$ cat config.mk
export PLATFORM = sky130hd
export DESIGN_NAME = line_follow_drive_controller
export DESIGN_NICKNAME = d
export VERILOG_FILES = /design/src/hdl/lfdc_pkg.sv /design/src/hdl/lfdc_decide.sv /design/src/hdl/lfdc_mix.sv /design/src/hdl/line_follow_drive_controller.sv
export SDC_FILE = /design/constraint.sdc
export NUM_CORES = 1
export LEC_CHECK = 0
export ABC_CLOCK_PERIOD_IN_PS = 4100
export BUFFER_PORTS_ARGS = -buffer_cell sky130_fd_sc_hd__buf_2
export CORE_MARGIN = 5
export CORE_UTILIZATION = 53
export CTS_BUF_LIST = sky130_fd_sc_hd__clkbuf_4
export DETAILED_ROUTE_END_ITERATION = 6
export GPL_TIMING_DRIVEN = 0
export PLACE_DENSITY = 0.85
export REMOVE_ABC_BUFFERS = 1
export SLEW_MARGIN = 20
export SYNTH_ARGS = -nofsm -noshare
export SYNTH_HDL_FRONTEND = slang
export SYNTH_SLANG_ARGS = --single-unit
export TNS_END_PERCENT = 10
$ cat constraint.sdc
create_clock -name clock -period 4.1 [get_ports clock]
set_input_delay 0.41 -clock clock [delete_from_list [all_inputs] [get_ports clock]]
set_output_delay 0.41 -clock clock [all_outputs]
set_load 0.01 [all_outputs]
$ cat src/hdl/lfdc_pkg.sv
// Shared types, codes and reset constants for the line follow drive controller.
`timescale 1ns / 1ps

package lfdc_pkg;

   localparam int SAMPLE_WIDTH = 12;
   localparam int POWER_WIDTH  = 8;
   localparam int CODE_WIDTH   = 4;

   localparam logic [SAMPLE_WIDTH-1:0] THRESHOLD_RESET = 12'd1200;

   // Wheel power components
   localparam logic signed [POWER_WIDTH-1:0] FWD_SIDE      = 8'sd25;
   localparam logic signed [POWER_WIDTH-1:0] FWD_CENTER    = 8'sd50;
   localparam logic signed [POWER_WIDTH-1:0] FWD_RECOVER   = 8'sd10;
   localparam logic signed [POWER_WIDTH-1:0] TURN_SIDE     = 8'sd50;
   localparam logic signed [POWER_WIDTH-1:0] TURN_CORRECT  = 8'sd10;
   localparam logic signed [POWER_WIDTH-1:0] STRAFE_CORRECT = 8'sd10;
   localparam logic signed [POWER_WIDTH-1:0] TURN_CORNER   = 8'sd70;
   localparam logic signed [POWER_WIDTH-1:0] STRAFE_RECOVER = 8'sd30;
   localparam logic signed [POWER_WIDTH-1:0] TURN_RECOVER  = 8'sd20;

   // Last turn side codes (code 3 also reads as none)
   localparam logic [1:0] TURN_RIGHT = 2'd0;
   localparam logic [1:0] TURN_LEFT  = 2'd1;
   localparam logic [1:0] TURN_NONE  = 2'd2;

   // Last heading codes
   localparam logic [1:0] HEAD_RIGHT  = 2'd0;
   localparam logic [1:0] HEAD_LEFT   = 2'd1;
   localparam logic [1:0] HEAD_CENTER = 2'd2;
   localparam logic [1:0] HEAD_NONE   = 2'd3;

   // Motion codes
   localparam logic [CODE_WIDTH-1:0] MOTION_RIGHT         = 4'd0;
   localparam logic [CODE_WIDTH-1:0] MOTION_CENTER        = 4'd1;
   localparam logic [CODE_WIDTH-1:0] MOTION_LEFT          = 4'd2;
   localparam logic [CODE_WIDTH-1:0] MOTION_RECOVER_LEFT  = 4'd3;
   localparam logic [CODE_WIDTH-1:0] MOTION_RECOVER_RIGHT = 4'd4;
   localparam logic [CODE_WIDTH-1:0] MOTION_LOST          = 4'd5;
   localparam logic [CODE_WIDTH-1:0] MOTION_PIVOT_RIGHT   = 4'd6;
   localparam logic [CODE_WIDTH-1:0] MOTION_PIVOT_LEFT    = 4'd7;
   localparam logic [CODE_WIDTH-1:0] MOTION_PIVOT_CENTER  = 4'd8;

   typedef struct packed {
      logic [SAMPLE_WIDTH-1:0] left_sample;
      logic [SAMPLE_WIDTH-1:0] middle_sample;
      logic [SAMPLE_WIDTH-1:0] right_sample;
      logic [SAMPLE_WIDTH-1:0] front_left_sample;
      logic [SAMPLE_WIDTH-1:0] front_right_sample;
   } req_item_type;

   typedef struct packed {
      logic signed [POWER_WIDTH-1:0] front_left_power;
      logic signed [POWER_WIDTH-1:0] back_left_power;
      logic signed [POWER_WIDTH-1:0] front_right_power;
      logic signed [POWER_WIDTH-1:0] back_right_power;
      logic [CODE_WIDTH-1:0]         motion_code;
      logic                          corner_left_seen;
      logic                          corner_right_seen;
   } rsp_item_type;

   typedef struct packed {
      logic signed [POWER_WIDTH-1:0] forward;
      logic signed [POWER_WIDTH-1:0] strafe;
      logic signed [POWER_WIDTH-1:0] turn;
   } drive_cmd_type;

   typedef struct packed {
      logic       prev_front_left_white;
      logic       prev_front_right_white;
      logic       left_corner_latch;
      logic       right_corner_latch;
      logic       line_found;
      logic       line_dropped;
      logic [1:0] last_turn_side;
      logic [1:0] last_heading;
   } track_state_type;

   localparam track_state_type STATE_RESET = '{
      prev_front_left_white:  1'b0,
      prev_front_right_white: 1'b0,
      left_corner_latch:      1'b0,
      right_corner_latch:     1'b0,
      line_found:             1'b1,
      line_dropped:           1'b0,
      last_turn_side:         TURN_NONE,
      last_heading:           HEAD_NONE
   };

endpackage

$ cat src/hdl/lfdc_decide.sv
// Line rules: corner latches, drive powers, motion code and next tracking state.
`timescale 1ns / 1ps

module lfdc_decide import lfdc_pkg::*; (
   input  req_item_type            item,
   input  logic [SAMPLE_WIDTH-1:0] threshold,
   input  track_state_type         state_cur,
   output track_state_type         state_next,
   output drive_cmd_type           drive,
   output logic [CODE_WIDTH-1:0]   motion_code
);

   logic            left_seen;
   logic            middle_seen;
   logic            right_seen;
   track_state_type st;
   logic [CODE_WIDTH-1:0] pivot_code;

   assign left_seen   = item.left_sample   > threshold;
   assign middle_seen = item.middle_sample > threshold;
   assign right_seen  = item.right_sample  > threshold;

   // heading only matters when no rule fired, so it is still the stored one
   always_comb begin
      unique case (state_cur.last_heading)
         HEAD_RIGHT:  pivot_code = MOTION_PIVOT_RIGHT;
         HEAD_LEFT:   pivot_code = MOTION_PIVOT_LEFT;
         HEAD_CENTER: pivot_code = MOTION_PIVOT_CENTER;
         default:     pivot_code = MOTION_LOST;
      endcase
   end

   always_comb begin
      st = state_cur;
      // clear latches once the line has come back after a loss
      if (st.line_found && st.line_dropped) begin
         st.left_corner_latch  = 1'b0;
         st.right_corner_latch = 1'b0;
      end
      if (st.prev_front_left_white) begin
         st.left_corner_latch = 1'b1;
      end
      if (st.prev_front_right_white) begin
         st.right_corner_latch = 1'b1;
      end

      drive       = '0;
      motion_code = MOTION_LOST;

      if (right_seen) begin
         drive.forward     = FWD_SIDE;
         drive.turn        = TURN_SIDE;
         st.last_heading   = HEAD_RIGHT;
         st.last_turn_side = TURN_RIGHT;
         motion_code       = MOTION_RIGHT;
      end
      if (middle_seen) begin
         drive.forward = FWD_CENTER;
         drive.strafe  = '0;
         drive.turn    = '0;
         if (left_seen && !right_seen) begin
            drive.strafe = STRAFE_CORRECT;
            drive.turn   = -TURN_CORRECT;
         end else if (right_seen && !left_seen) begin
            drive.strafe = -STRAFE_CORRECT;
            drive.turn   = TURN_CORRECT;
         end
         motion_code     = MOTION_CENTER;
         st.last_heading = HEAD_CENTER;
      end
      if (left_seen) begin
         drive.forward     = FWD_SIDE;
         drive.strafe      = '0;
         drive.turn        = -TURN_SIDE;
         st.last_heading   = HEAD_LEFT;
         st.last_turn_side = TURN_LEFT;
         motion_code       = MOTION_LEFT;
      end

      if (!(left_seen || middle_seen || right_seen)) begin
         st.line_found   = 1'b0;
         st.line_dropped = 1'b1;
         drive           = '0;
         motion_code     = MOTION_LOST;
         priority if (st.left_corner_latch) begin
            drive.turn = TURN_CORNER;
         end else if (st.right_corner_latch) begin
            drive.turn = -TURN_CORNER;
         end else if (st.last_turn_side == TURN_LEFT) begin
            drive.forward = FWD_RECOVER;
            drive.strafe  = STRAFE_RECOVER;
            drive.turn    = -TURN_RECOVER;
            motion_code   = MOTION_RECOVER_LEFT;
         end else if (st.last_turn_side == TURN_RIGHT) begin
            drive.forward = FWD_RECOVER;
            drive.strafe  = -STRAFE_RECOVER;
            drive.turn    = TURN_RECOVER;
            motion_code   = MOTION_RECOVER_RIGHT;
         end else begin
            drive.turn  = -TURN_RECOVER;
            motion_code = pivot_code;
         end
      end else begin
         st.line_found = 1'b1;
      end
   end

   always_comb begin
      state_next = st;
      state_next.prev_front_left_white  = item.front_left_sample  > threshold;
      state_next.prev_front_right_white = item.front_right_sample > threshold;
   end

endmodule

$ cat src/hdl/lfdc_mix.sv
// Omni-wheel mixer: forward, turn and strafe into four wheel powers.
`timescale 1ns / 1ps

module lfdc_mix import lfdc_pkg::*; (
   input  drive_cmd_type                 drive,
   output logic signed [POWER_WIDTH-1:0] front_left_power,
   output logic signed [POWER_WIDTH-1:0] back_left_power,
   output logic signed [POWER_WIDTH-1:0] front_right_power,
   output logic signed [POWER_WIDTH-1:0] back_right_power
);

   assign front_left_power  = drive.forward + drive.turn + drive.strafe;
   assign back_left_power   = drive.forward + drive.turn - drive.strafe;
   assign front_right_power = drive.forward - drive.turn - drive.strafe;
   assign back_right_power  = drive.forward - drive.turn + drive.strafe;

endmodule

$ cat src/hdl/line_follow_drive_controller.sv
// An accepted item passes through the input register, then the result register, where it waits
// to be taken; the rule and mix logic between the two registers is single pass.
// Throughput: one item per cycle while the receiver does not stall.
// The input register moves on whenever the result register is empty or being taken.
// Reset (synchronous, active high): both registers empty, threshold 1200, tracking state to its
// power-up values (line found, no turn side, no heading, latches and corner bits clear).
`timescale 1ns / 1ps

module line_follow_drive_controller import lfdc_pkg::*; (
   input  logic                    clock,
   input  logic                    reset,
   // sensor items in
   input  logic                    req_valid,
   output logic                    req_stall,
   input  req_item_type            req_data,
   // drive items out
   output logic                    rsp_valid,
   input  logic                    rsp_stall,
   output rsp_item_type            rsp_data,
   // threshold register
   input  logic                    csr_write_enable,
   input  logic [SAMPLE_WIDTH-1:0] csr_write_data
);

   // Input register
   logic            in_valid_ff;
   logic            in_valid_in;
   req_item_type    in_item_ff;

   // Result register
   logic            out_valid_ff;
   logic            out_valid_in;
   rsp_item_type    out_item_ff;
   rsp_item_type    out_item_in;

   // Threshold and tracking state
   logic [SAMPLE_WIDTH-1:0] threshold_ff;
   track_state_type         state_ff;
   track_state_type         state_in;
   track_state_type         state_calc;

   drive_cmd_type           drive;
   logic [CODE_WIDTH-1:0]   motion_code;

   logic advance;
   logic req_take;

   // Advance the held item into the result register when that register is free or draining.
   assign advance   = in_valid_ff && (!out_valid_ff || !rsp_stall);
   // Hold the requester only while an item waits that cannot move on.
   assign req_stall = in_valid_ff && !advance;
   assign req_take  = req_valid && !req_stall;

   assign in_valid_in  = req_take || (in_valid_ff && !advance);
   assign out_valid_in = advance || (out_valid_ff && rsp_stall);
   // Tracking state moves exactly once per item, as it enters the result register.
   assign state_in     = advance ? state_calc : state_ff;

   lfdc_decide u_decide (
      .item        (in_item_ff),
      .threshold   (threshold_ff),
      .state_cur   (state_ff),
      .state_next  (state_calc),
      .drive       (drive),
      .motion_code (motion_code)
   );

   lfdc_mix u_mix (
      .drive             (drive),
      .front_left_power  (out_item_in.front_left_power),
      .back_left_power   (out_item_in.back_left_power),
      .front_right_power (out_item_in.front_right_power),
      .back_right_power  (out_item_in.back_right_power)
   );

   // Corner flags report the latches after this item's update.
   assign out_item_in.motion_code       = motion_code;
   assign out_item_in.corner_left_seen  = state_calc.left_corner_latch;
   assign out_item_in.corner_right_seen = state_calc.right_corner_latch;

   // Control state
   always_ff @(posedge clock) begin
      if (reset) begin
         in_valid_ff  <= 1'b0;
         out_valid_ff <= 1'b0;
         threshold_ff <= THRESHOLD_RESET;
         state_ff     <= STATE_RESET;
      end else begin
         in_valid_ff  <= in_valid_in;
         out_valid_ff <= out_valid_in;
         state_ff     <= state_in;
         if (csr_write_enable) begin
            threshold_ff <= csr_write_data;
         end
      end
   end

   // Payload registers: load on accept, hold while stalled.
   always_ff @(posedge clock) begin
      if (req_take) begin
         in_item_ff <= req_data;
      end
      if (advance) begin
         out_item_ff <= out_item_in;
      end
   end

   assign rsp_valid = out_valid_ff;
   assign rsp_data  = out_item_ff;

endmodule

Word-level counts from Yosys, hierarchy flattened --
Cells that the tools add are included. W data, S select, Z words.
Word-level totals: register bits after elaboration 122
Cells by class: $add $sub $neg 6, magnitude comparators 5, equality and inequality tests 3, multiplexer cells 30, bitwise logic cells 1, reduce and logical (&&, ||, !) cells 23
Operators by type and width (count):
- $mux W16 | 4
- $gt A12 B12 Y1 | 5
- $mux W24 | 2
- $mux W22 | 2
- $mux W4 | 7
- $add A8 B8 Y8 | 3
- $mux W8 | 3
- $sub A8 B8 Y8 | 3
- $mux W12 | 1
- $pmux W4 S3 | 1
- $mux W3 | 3
- $logic_and A1 B1 Y1 | 7
- $logic_not A1 Y1 | 6
- $mux W6 | 1
- $logic_or A1 B1 Y1 | 5
- $mux W5 | 1
- $eq A2 B1 Y1 const B | 2
- $logic_not A2 Y1 | 2
- $mux W2 | 2
- $reduce_and A2 Y1 | 2
- $mux W1 | 3
- $reduce_bool A3 Y1 | 1
- $eq A2 B2 Y1 const B | 1
- $not A1 Y1 | 1

Longest topological paths before layout --
Gate-level depths: netlist of the first run.
depth after elaboration 12, gate-level depth with buffers 25

Hierarchy --
From an unflattened synthesis of the first run, not the netlist that was laid out.
Second synthesis, totals: cells, all modules 660, area total of the unflattened synthesis 7493.4 µm²
Modules (own cells, without submodules):
- line_follow_drive_controller | times used 1, cells an instance 190, area each 3903.7 µm², sequential area each 3423.3 µm²
- lfdc_decide | times used 1, cells an instance 240, area each 1830.5 µm², sequential area each 0.0 µm²
- lfdc_mix | times used 1, cells an instance 230, area each 1759.2 µm², sequential area each 0.0 µm²

Worst setup path before layout of the first run --
Ideal clock, no wire load.
path kind flip-flop to flip-flop, start register threshold_ff[1], end register out_item_ff, in the netlist rsp_data[13] (data pin), arrival time 4.201 ns, setup slack -0.365 ns, stages on the path, launching flop included 22, path through dfxtp_1 -> inv_1 -> ha_1 -> nor2b_4 -> o211ai_2 -> a211oi_1 -> o31ai_4 -> clkbuf_1 -> ha_1 -> inv_1 -> a311o_1 -> o211ai_1 -> ha_1 -> buf_2 -> nand2b_1 -> a21oi_1 -> nor2_1 -> o21bai_1 -> nand2_1 -> mux2_2 -> a211oi_2 -> xnor2_1
RTL lines:
- from (decl) | line line_follow_drive_controller.sv:37 | logic [SAMPLE_WIDTH-1:0] threshold_ff;
- from (signal assigned) | line line_follow_drive_controller.sv:93 | threshold_ff <= csr_write_data;
- to (signal assigned) | line line_follow_drive_controller.sv:104 | out_item_ff <= out_item_in;
- to (decl) | line line_follow_drive_controller.sv:33 | rsp_item_type out_item_ff;

==> key figures, run 1 <==
Status
  • Run status: finished, violations left
  • Failing checks: setup timing

Setup path
  • CP Class: reg2reg
  • WP data arrival: 4.83 ns
  • Reg2reg path depth: 18
  • CP Capture Type: flop
  • CP Launch Type: flop
  • CP Data Required Time: 4.41 ns
  • Max FO, Critical Path: 7

Routing
  • Total routed wirelength: 18200 um
  • Vias/cell: 5.64
  • DR WL/cell: 18.7 um
  • Post-DRT Antenna Nets: 0
  • DR iter-0 viols: 425
  • Drt pass-1 iters: 6
  • Drc violations: 0
  • Routed via count: 5464

Logic synthesis
  • Post-synthesis cell count: 573
  • YS warnings: 0
  • Sequential area share after synthesis: 48.7%
  • Register bit count reported by yosys: 116
  • Yosys cell types: 59
  • Synthesized area: 6670 sq um
  • Post-synth EDFFs: 92
  • Post-synth top flop: edfxtp_1
  • Avg Cell Area, Syn: 11.6 sq um
  • Post-synth ARST share: 0%

Power and ir drop
  • Static Leakage: 0.00383 uW
  • Pwr Density: 446 nW/um^2
  • Max VDD drop: 0.222 mV

STA
  • Worst-Margin Slew: 0.840 ns
  • Final Cycle Share: 110%
  • Setup ws final: -0.425 ns
  • Clk_skew: 0.0163 ns
  • Pins over their slew limit: 0
  • Fmax achieved: 221 MHz
  • Tmin final: 4.52 ns
  • Unrepaired setup endpoints after global routing: true
  • # setup viols final: 11
  • Slew margin rel.: 43.9%
  • Hold Vio Cnt, Final: 0

Final layout
  • Commonest non-fill, non-tap cell in the layout: buf_2
  • Layout Utilization: 71.6%
  • Final Cell Area: 8930 sq um
  • Most frequent cells in the layout: buf_2, edfxtp_1, ha_1
  • Area growth, synth to finish: 33.9%
  • Layout Nets: 960
  • Ant diodes: 0
  • Fraction of layout cells with a size suffix above 1: 34.1%

Die
  • Core box area: 12500 sq um
  • Die X: 122 um
  • Starting density of the core: 53.5%
  • IO Count: 117
  • Site row count: 41
  • Die Area: 14900 sq um
  • Die H: 122 um

GRT
  • Initial antenna violation count: 0
  • First-pass GRT wire length: 27400 um
  • Largest net degree at the start of global routing: 43
  • Global-route usage over all layers: 24.3%
  • GRT overflow: 0
  • Vias in the first global route: 5596

Clock tree
  • Worst-path clk slew: 0.12 ns
  • Cts bufs inserted: 17
  • H-Tree Depth: 4
  • CTS Sinks: 116
  • Clock latency at the later pin of the worst-skew pair: 0.56 ns
  • Longest Clk Path Bufs: 2
  • CTS tree: done
  • Clk root buf: clkbuf_4

Place
  • HPWL Detailed: 11100 um
  • Post-placement cell area: 7420 sq um
  • Buffers on Ports: 116
  • Gp weighted congestion: 0.868

Worst hold path
  • Min-delay worst type: in2reg
  • Hold path depth: 1

Job
  • MaxCap Viol Count: 0
[stage by stage]
step	setup TNS, ns	total power (uW)	worst slack, ns	cells	hold slack (ns)
global placement	-37.18	2710	-0.844	845	0.446
detailed placement	-11.39	2780	-1.09	847	0.469
floorplan	-0.646	2440	-0.232	557	0.426
finish	-2.50	3980	-0.425	969	0.0529
CTS	-1.05	3790	-0.260	958	0.000738
global route	-4.53	4200	-0.597	969	0.0161
[cells by family (layout without fill, tap and decap cells)]
logic type | count (synthesis) | count (layout) | share of synthesized area, %
compound gates | 132 | 132 | 13.7
simple gates | 126 | 126 | 9.33
flops | 116 | 116 | 48.7
fa+ha+maj | 99 | 99 | 19.0
buf+inv | 63 | 287 | 4.20
xor+xnor | 28 | 28 | 3.68
mux | 9 | 9 | 1.37
[area by class of cell]
cell class                 count  area, sq um
clock inverter                14          130
timing repair buffer         208         1460
multi-input combinational    394         3530
sequential                   116         3250
clock buffer                  18          135
inverter                      47          196
tap                          172          215
fill                         774         3540
[repair_timing]
item                                   4_1_cts  5_1_grt
pin swaps                                   18       18
gates resized for setup                     65       24
endpoints found under the hold margin       59        0
buffers inserted                            20       11
setup endpoints to repair                   24       15
hold buffers                                59        0
[layer usage]
metal | wire [um] | up-vias | GRT usage, %
met1 | 6620 | 2599 | 26.1
met2 | 9480 | 270 | 43.7
met4 | 913 | 0 | 13.9
met5 | 0 | - | 0
met3 | 1140 | 71 | 5.52
li1 | - | 2524 | -
[state kept, by name, indices dropped and copies added, names as in the netlist]
signal        cells
in_valid_ff       1
rsp_data         32
threshold_ff     12
in_item_ff       60
state_ff         10
rsp_valid         1
[report_power, final]
part	internal (uW)	switching [uW]	total (uW)
Combinational	765	896	1660
Clock	311	493	803
Sequential	1470	43.3	1510
Total	2550	1430	3980
[synthesized netlist by cell type (2+ instances only)]
| library cell | number | area [sq um] |
|---|---|---|
| o21a_1 | 2 | 15.0 |
| fa_1 | 4 | 80.1 |
| a311o_1 | 2 | 20.0 |
| a21oi_1 | 49 | 245 |
| dfxtp_1 | 24 | 480 |
| mux2i_1 | 8 | 80.1 |
| nor2b_1 | 6 | 37.5 |
| nand2_1 | 26 | 97.6 |
| nor4_1 | 2 | 12.5 |
| nor2_1 | 45 | 169 |
| o21bai_1 | 7 | 52.6 |
| nand2b_1 | 9 | 56.3 |
| o311ai_0 | 2 | 17.5 |
| a211o_1 | 3 | 26.3 |
| inv_1 | 44 | 165 |
| nand4_1 | 14 | 87.6 |
| xnor2_1 | 16 | 140 |
| a211oi_1 | 4 | 30.0 |
| edfxtp_1 | 92 | 2760 |
| ha_1 | 95 | 1190 |
| o211ai_1 | 9 | 67.6 |
| o31ai_2 | 2 | 25.0 |
| a21o_1 | 17 | 128 |
| o21ai_0 | 18 | 90.1 |
| buf_4 | 6 | 45.0 |
| a31o_2 | 2 | 17.5 |
| and3_1 | 2 | 12.5 |
| nand3_1 | 8 | 40.0 |
| or3_1 | 3 | 18.8 |
| nor3_1 | 3 | 15.0 |
| clkbuf_1 | 8 | 30.0 |
| a31oi_1 | 2 | 12.5 |
| a21oi_2 | 2 | 17.5 |
| xor2_1 | 12 | 105 |
[path summary, 6_finish.rpt]
kind                                       from             end  slack, ns
worst max register to register  threshold_ff[3]    rsp_data[21]      -0.42
worst min register to register      state_ff[9]     state_ff[9]       0.48
worst max-delay path            threshold_ff[3]    rsp_data[21]      -0.42
worst min-delay path               req_data[27]  in_item_ff[27]       0.05
[critical path: stages (launching register included)]
cell and delay, ns:
dfxtp_2 0.36, inv_2 0.08, ha_1 0.32, a21oi_1 0.32, a211oi_4 0.13, o31ai_4 0.26
buf_6 0.19, inv_8 0.04, o41ai_4 0.36, o211ai_1 0.27, ha_4 0.41, nand2b_4 0.14
a21oi_2 0.06, nor2_2 0.16, o21bai_4 0.10, or4b_1 0.49, a311oi_2 0.29, a211oi_2 0.09
xor2_1 0.18
(Power assumes the default switching activity.)
==> run 2: changes to the inputs <==
--- a/config.mk
+++ b/config.mk
@@ -7,8 +7,10 @@
 export LEC_CHECK = 0
 export ABC_CLOCK_PERIOD_IN_PS = 4100
 export BUFFER_PORTS_ARGS = -buffer_cell sky130_fd_sc_hd__buf_2
+export CELL_PAD_IN_SITES_DETAIL_PLACEMENT = 0
+export CELL_PAD_IN_SITES_GLOBAL_PLACEMENT = 1
 export CORE_MARGIN = 5
-export CORE_UTILIZATION = 53
+export CORE_UTILIZATION = 42
 export CTS_BUF_LIST = sky130_fd_sc_hd__clkbuf_4
 export DETAILED_ROUTE_END_ITERATION = 6
 export GPL_TIMING_DRIVEN = 0
==> run 2 against run 1 <==
- the flow still finishes with violations (setup timing)
- clock power increased by 37%
- sequential cell count unchanged
- first-iteration DRC count fell by 66%
- critical endpoint unchanged
- highest routed layer unchanged
==> key figures, run 2 (synthesis gave the netlist of run 1 again) <==
Status
  • Run status: finished, violations left
  • Failing checks: setup timing

Clock tree
  • Clock latency at the later pin of the worst-skew pair: 0.53 ns (-0.03 ns)
  • Clk root buf: clkbuf_4
  • CTS Hold Bufs: 0 (-100%)
  • CTS tree: done
  • H-Tree Depth: 4 (unchanged)
  • Cts bufs inserted: 17 (unchanged)
  • Longest Clk Path Bufs: 2 (unchanged)
  • CTS Sinks: 116 (unchanged)
  • Worst-path clk slew: 0.10 ns (-0.02 ns)

Final layout
  • Filler cell count: 1337 (+73%)
  • Ant diodes: 0 (unchanged)
  • Multi-input logic area: 3510 sq um (-0.74%)
  • Most frequent cells in the layout: buf_2, edfxtp_1, ha_1
  • Layout Nets: 903 (-5.9%)
  • Top reg by flops: in_item_ff
  • Max FFs per register: 60 (unchanged)
  • Seq. cell area: 3250 sq um (unchanged)
  • Commonest non-fill, non-tap cell in the layout: buf_2
  • Fraction of layout cells with a size suffix above 1: 37.4% (+3.3 points)
  • Area growth, synth to finish: 27.4%
  • Layout Cells excl Fill: 956 (-1.3%)

Place
  • Gp weighted congestion: 0.907 (+4.6%)
  • HPWL Detailed: 11000 um (-1.0%)
  • Pre-CTS WS: -1.05 ns (+0.0390 ns)
  • Buffers on Ports: 116 (unchanged)
  • Cell count after placement: 891 (+5.2%)

STA
  • Final Cycle Share: 105% (-5.6 points)
  • Setup ws final: -0.194 ns (+0.231 ns)
  • Clk_skew: 0.0223 ns (+0.00598 ns)
  • Worst-Margin Slew: 0.831 ns (-0.00843 ns)
  • # setup viols final: 7 (-4)
  • Pins over their slew limit: 0 (unchanged)
  • Slew margin rel.: 44.5% (+0.56 points)
  • Tmin final: 4.29 ns (-0.231 ns)
  • Unrepaired setup endpoints after global routing: true
  • Fmax achieved: 233 MHz (+5.4%)
  • Final hold slack: 0.0593 ns (+0.00640 ns)
  • Hold Vio Cnt, Final: 0 (unchanged)

Power and ir drop
  • Total power: 4180 uW (+5.1%)
  • Max VDD drop: 0.277 mV (+24%)
  • Pwr Density: 493 nW/um^2 (+11%)
  • Static Leakage: 0.00365 uW (-4.7%)

Die
  • Die Area: 18500 sq um (+24%)
  • Core box area: 15700 sq um (+26%)
  • Starting density of the core: 42.4% (-11 points)
  • Die H: 136 um (+11%)
  • Die X: 136 um (+11%)
  • IO Count: 117 (unchanged)
  • Site row count: 46 (+12%)

GRT
  • GRT overflow: 0 (unchanged)
  • Largest net degree at the start of global routing: 43 (unchanged)
  • Vias in the first global route: 4992 (-11%)
  • Initial antenna violation count: 0 (unchanged)
  • Global-route usage over all layers: 16.2% (-8.0 points)
  • First-pass GRT wire length: 23400 um (-15%)

Routing
  • Drc violations: 0 (unchanged)
  • Post-DRT Antenna Nets: 0 (unchanged)
  • Vias/cell: 5.01 (-11%)
  • Routed via count: 4787 (-12%)
  • Total routed wirelength: 14700 um (-19%)
  • Drt pass-1 iters: 5 (-1)
  • DR iter-0 viols: 144 (-66%)
  • DR WL/cell: 15.4 um (-18%)

Setup path
  • CP Launch Type: flop
  • Max FO, Critical Path: 7 (unchanged)
  • WP data arrival: 4.55 ns (-0.28 ns)
  • CP Capture Type: flop
  • CP Data Required Time: 4.35 ns (-0.06 ns)
  • CP Class: reg2reg

Worst hold path
  • Min-delay worst type: in2reg

Job
  • MaxCap Viol Count: 0 (unchanged)
==> run 2: area by class of cell <==
cell class	count	share of cell area, %
clock inverter	12	2.77
timing repair buffer	151	10.3
multi-input combinational	394	41.3
tap	216	3.18
clock buffer	20	1.77
sequential	116	38.3
inverter	47	2.34
==> run 2: what timing repair did <==
action,CTS,global route
setup buffers,24,9
gates resized for setup,55,39
setup endpoints to repair,24,12
gates cloned,0,0
pin swaps,27,26
==> run 2: where the power goes <==
part | internal (uW) | switching (uW)
sequential | 1470 | 41.2
clock | 683 | 420
combinational | 746 | 822
==> run 2: path summary, 6_finish.rpt <==
kind / start / to / slack [ns] / depth (start not counted)
worst max-delay path: in_item_ff[58] / rsp_data[21] / -0.19 / 18
worst min-delay path: req_data[6] / in_item_ff[6] / 0.06 / 1
worst max register to register: in_item_ff[58] / rsp_data[21] / -0.19 / 18
worst min register to register: state_ff[8] / state_ff[8] / 0.48 / 2
==> run 2: layer usage <==
metal  part of all wire (%)  track usage, %  up-vias
li1                       -               -     2421
met1                     42            18.5     2204
met2                     52            29.6      145
met3                    5.2            3.52       17
met4                    1.5            6.27        0
met5                      0               0        -
==> run 2: metrics by stage <==
step           utilization, %  cell area, sq um  setup TNS (ns)
6_report                 54.0              8490          -0.767
5_1_grt                  54.0              8490           -2.47
4_1_cts                  52.4              8230          -0.916
3_5_place_dp             47.6              7470          -11.07
3_3_place_gp             47.3              7420          -46.54
2_1_floorplan               -              6570          -0.646
==> run 2: worst max-delay path, cell delays in order, from the launching register on <==
cell      delay, ns
edfxtp_1       0.43
ha_4           0.25
a21oi_2        0.13
nand2_1        0.07
a21o_1         0.19
o31ai_4        0.32
buf_6          0.16
inv_6          0.05
o41ai_4        0.39
o211ai_1       0.22
ha_4           0.35
nand2b_4       0.13
a21oi_2        0.05
nor2_2         0.15
o21bai_4       0.09
or4b_4         0.49
a311oi_2       0.28
a211oi_2       0.10
xor2_1         0.18
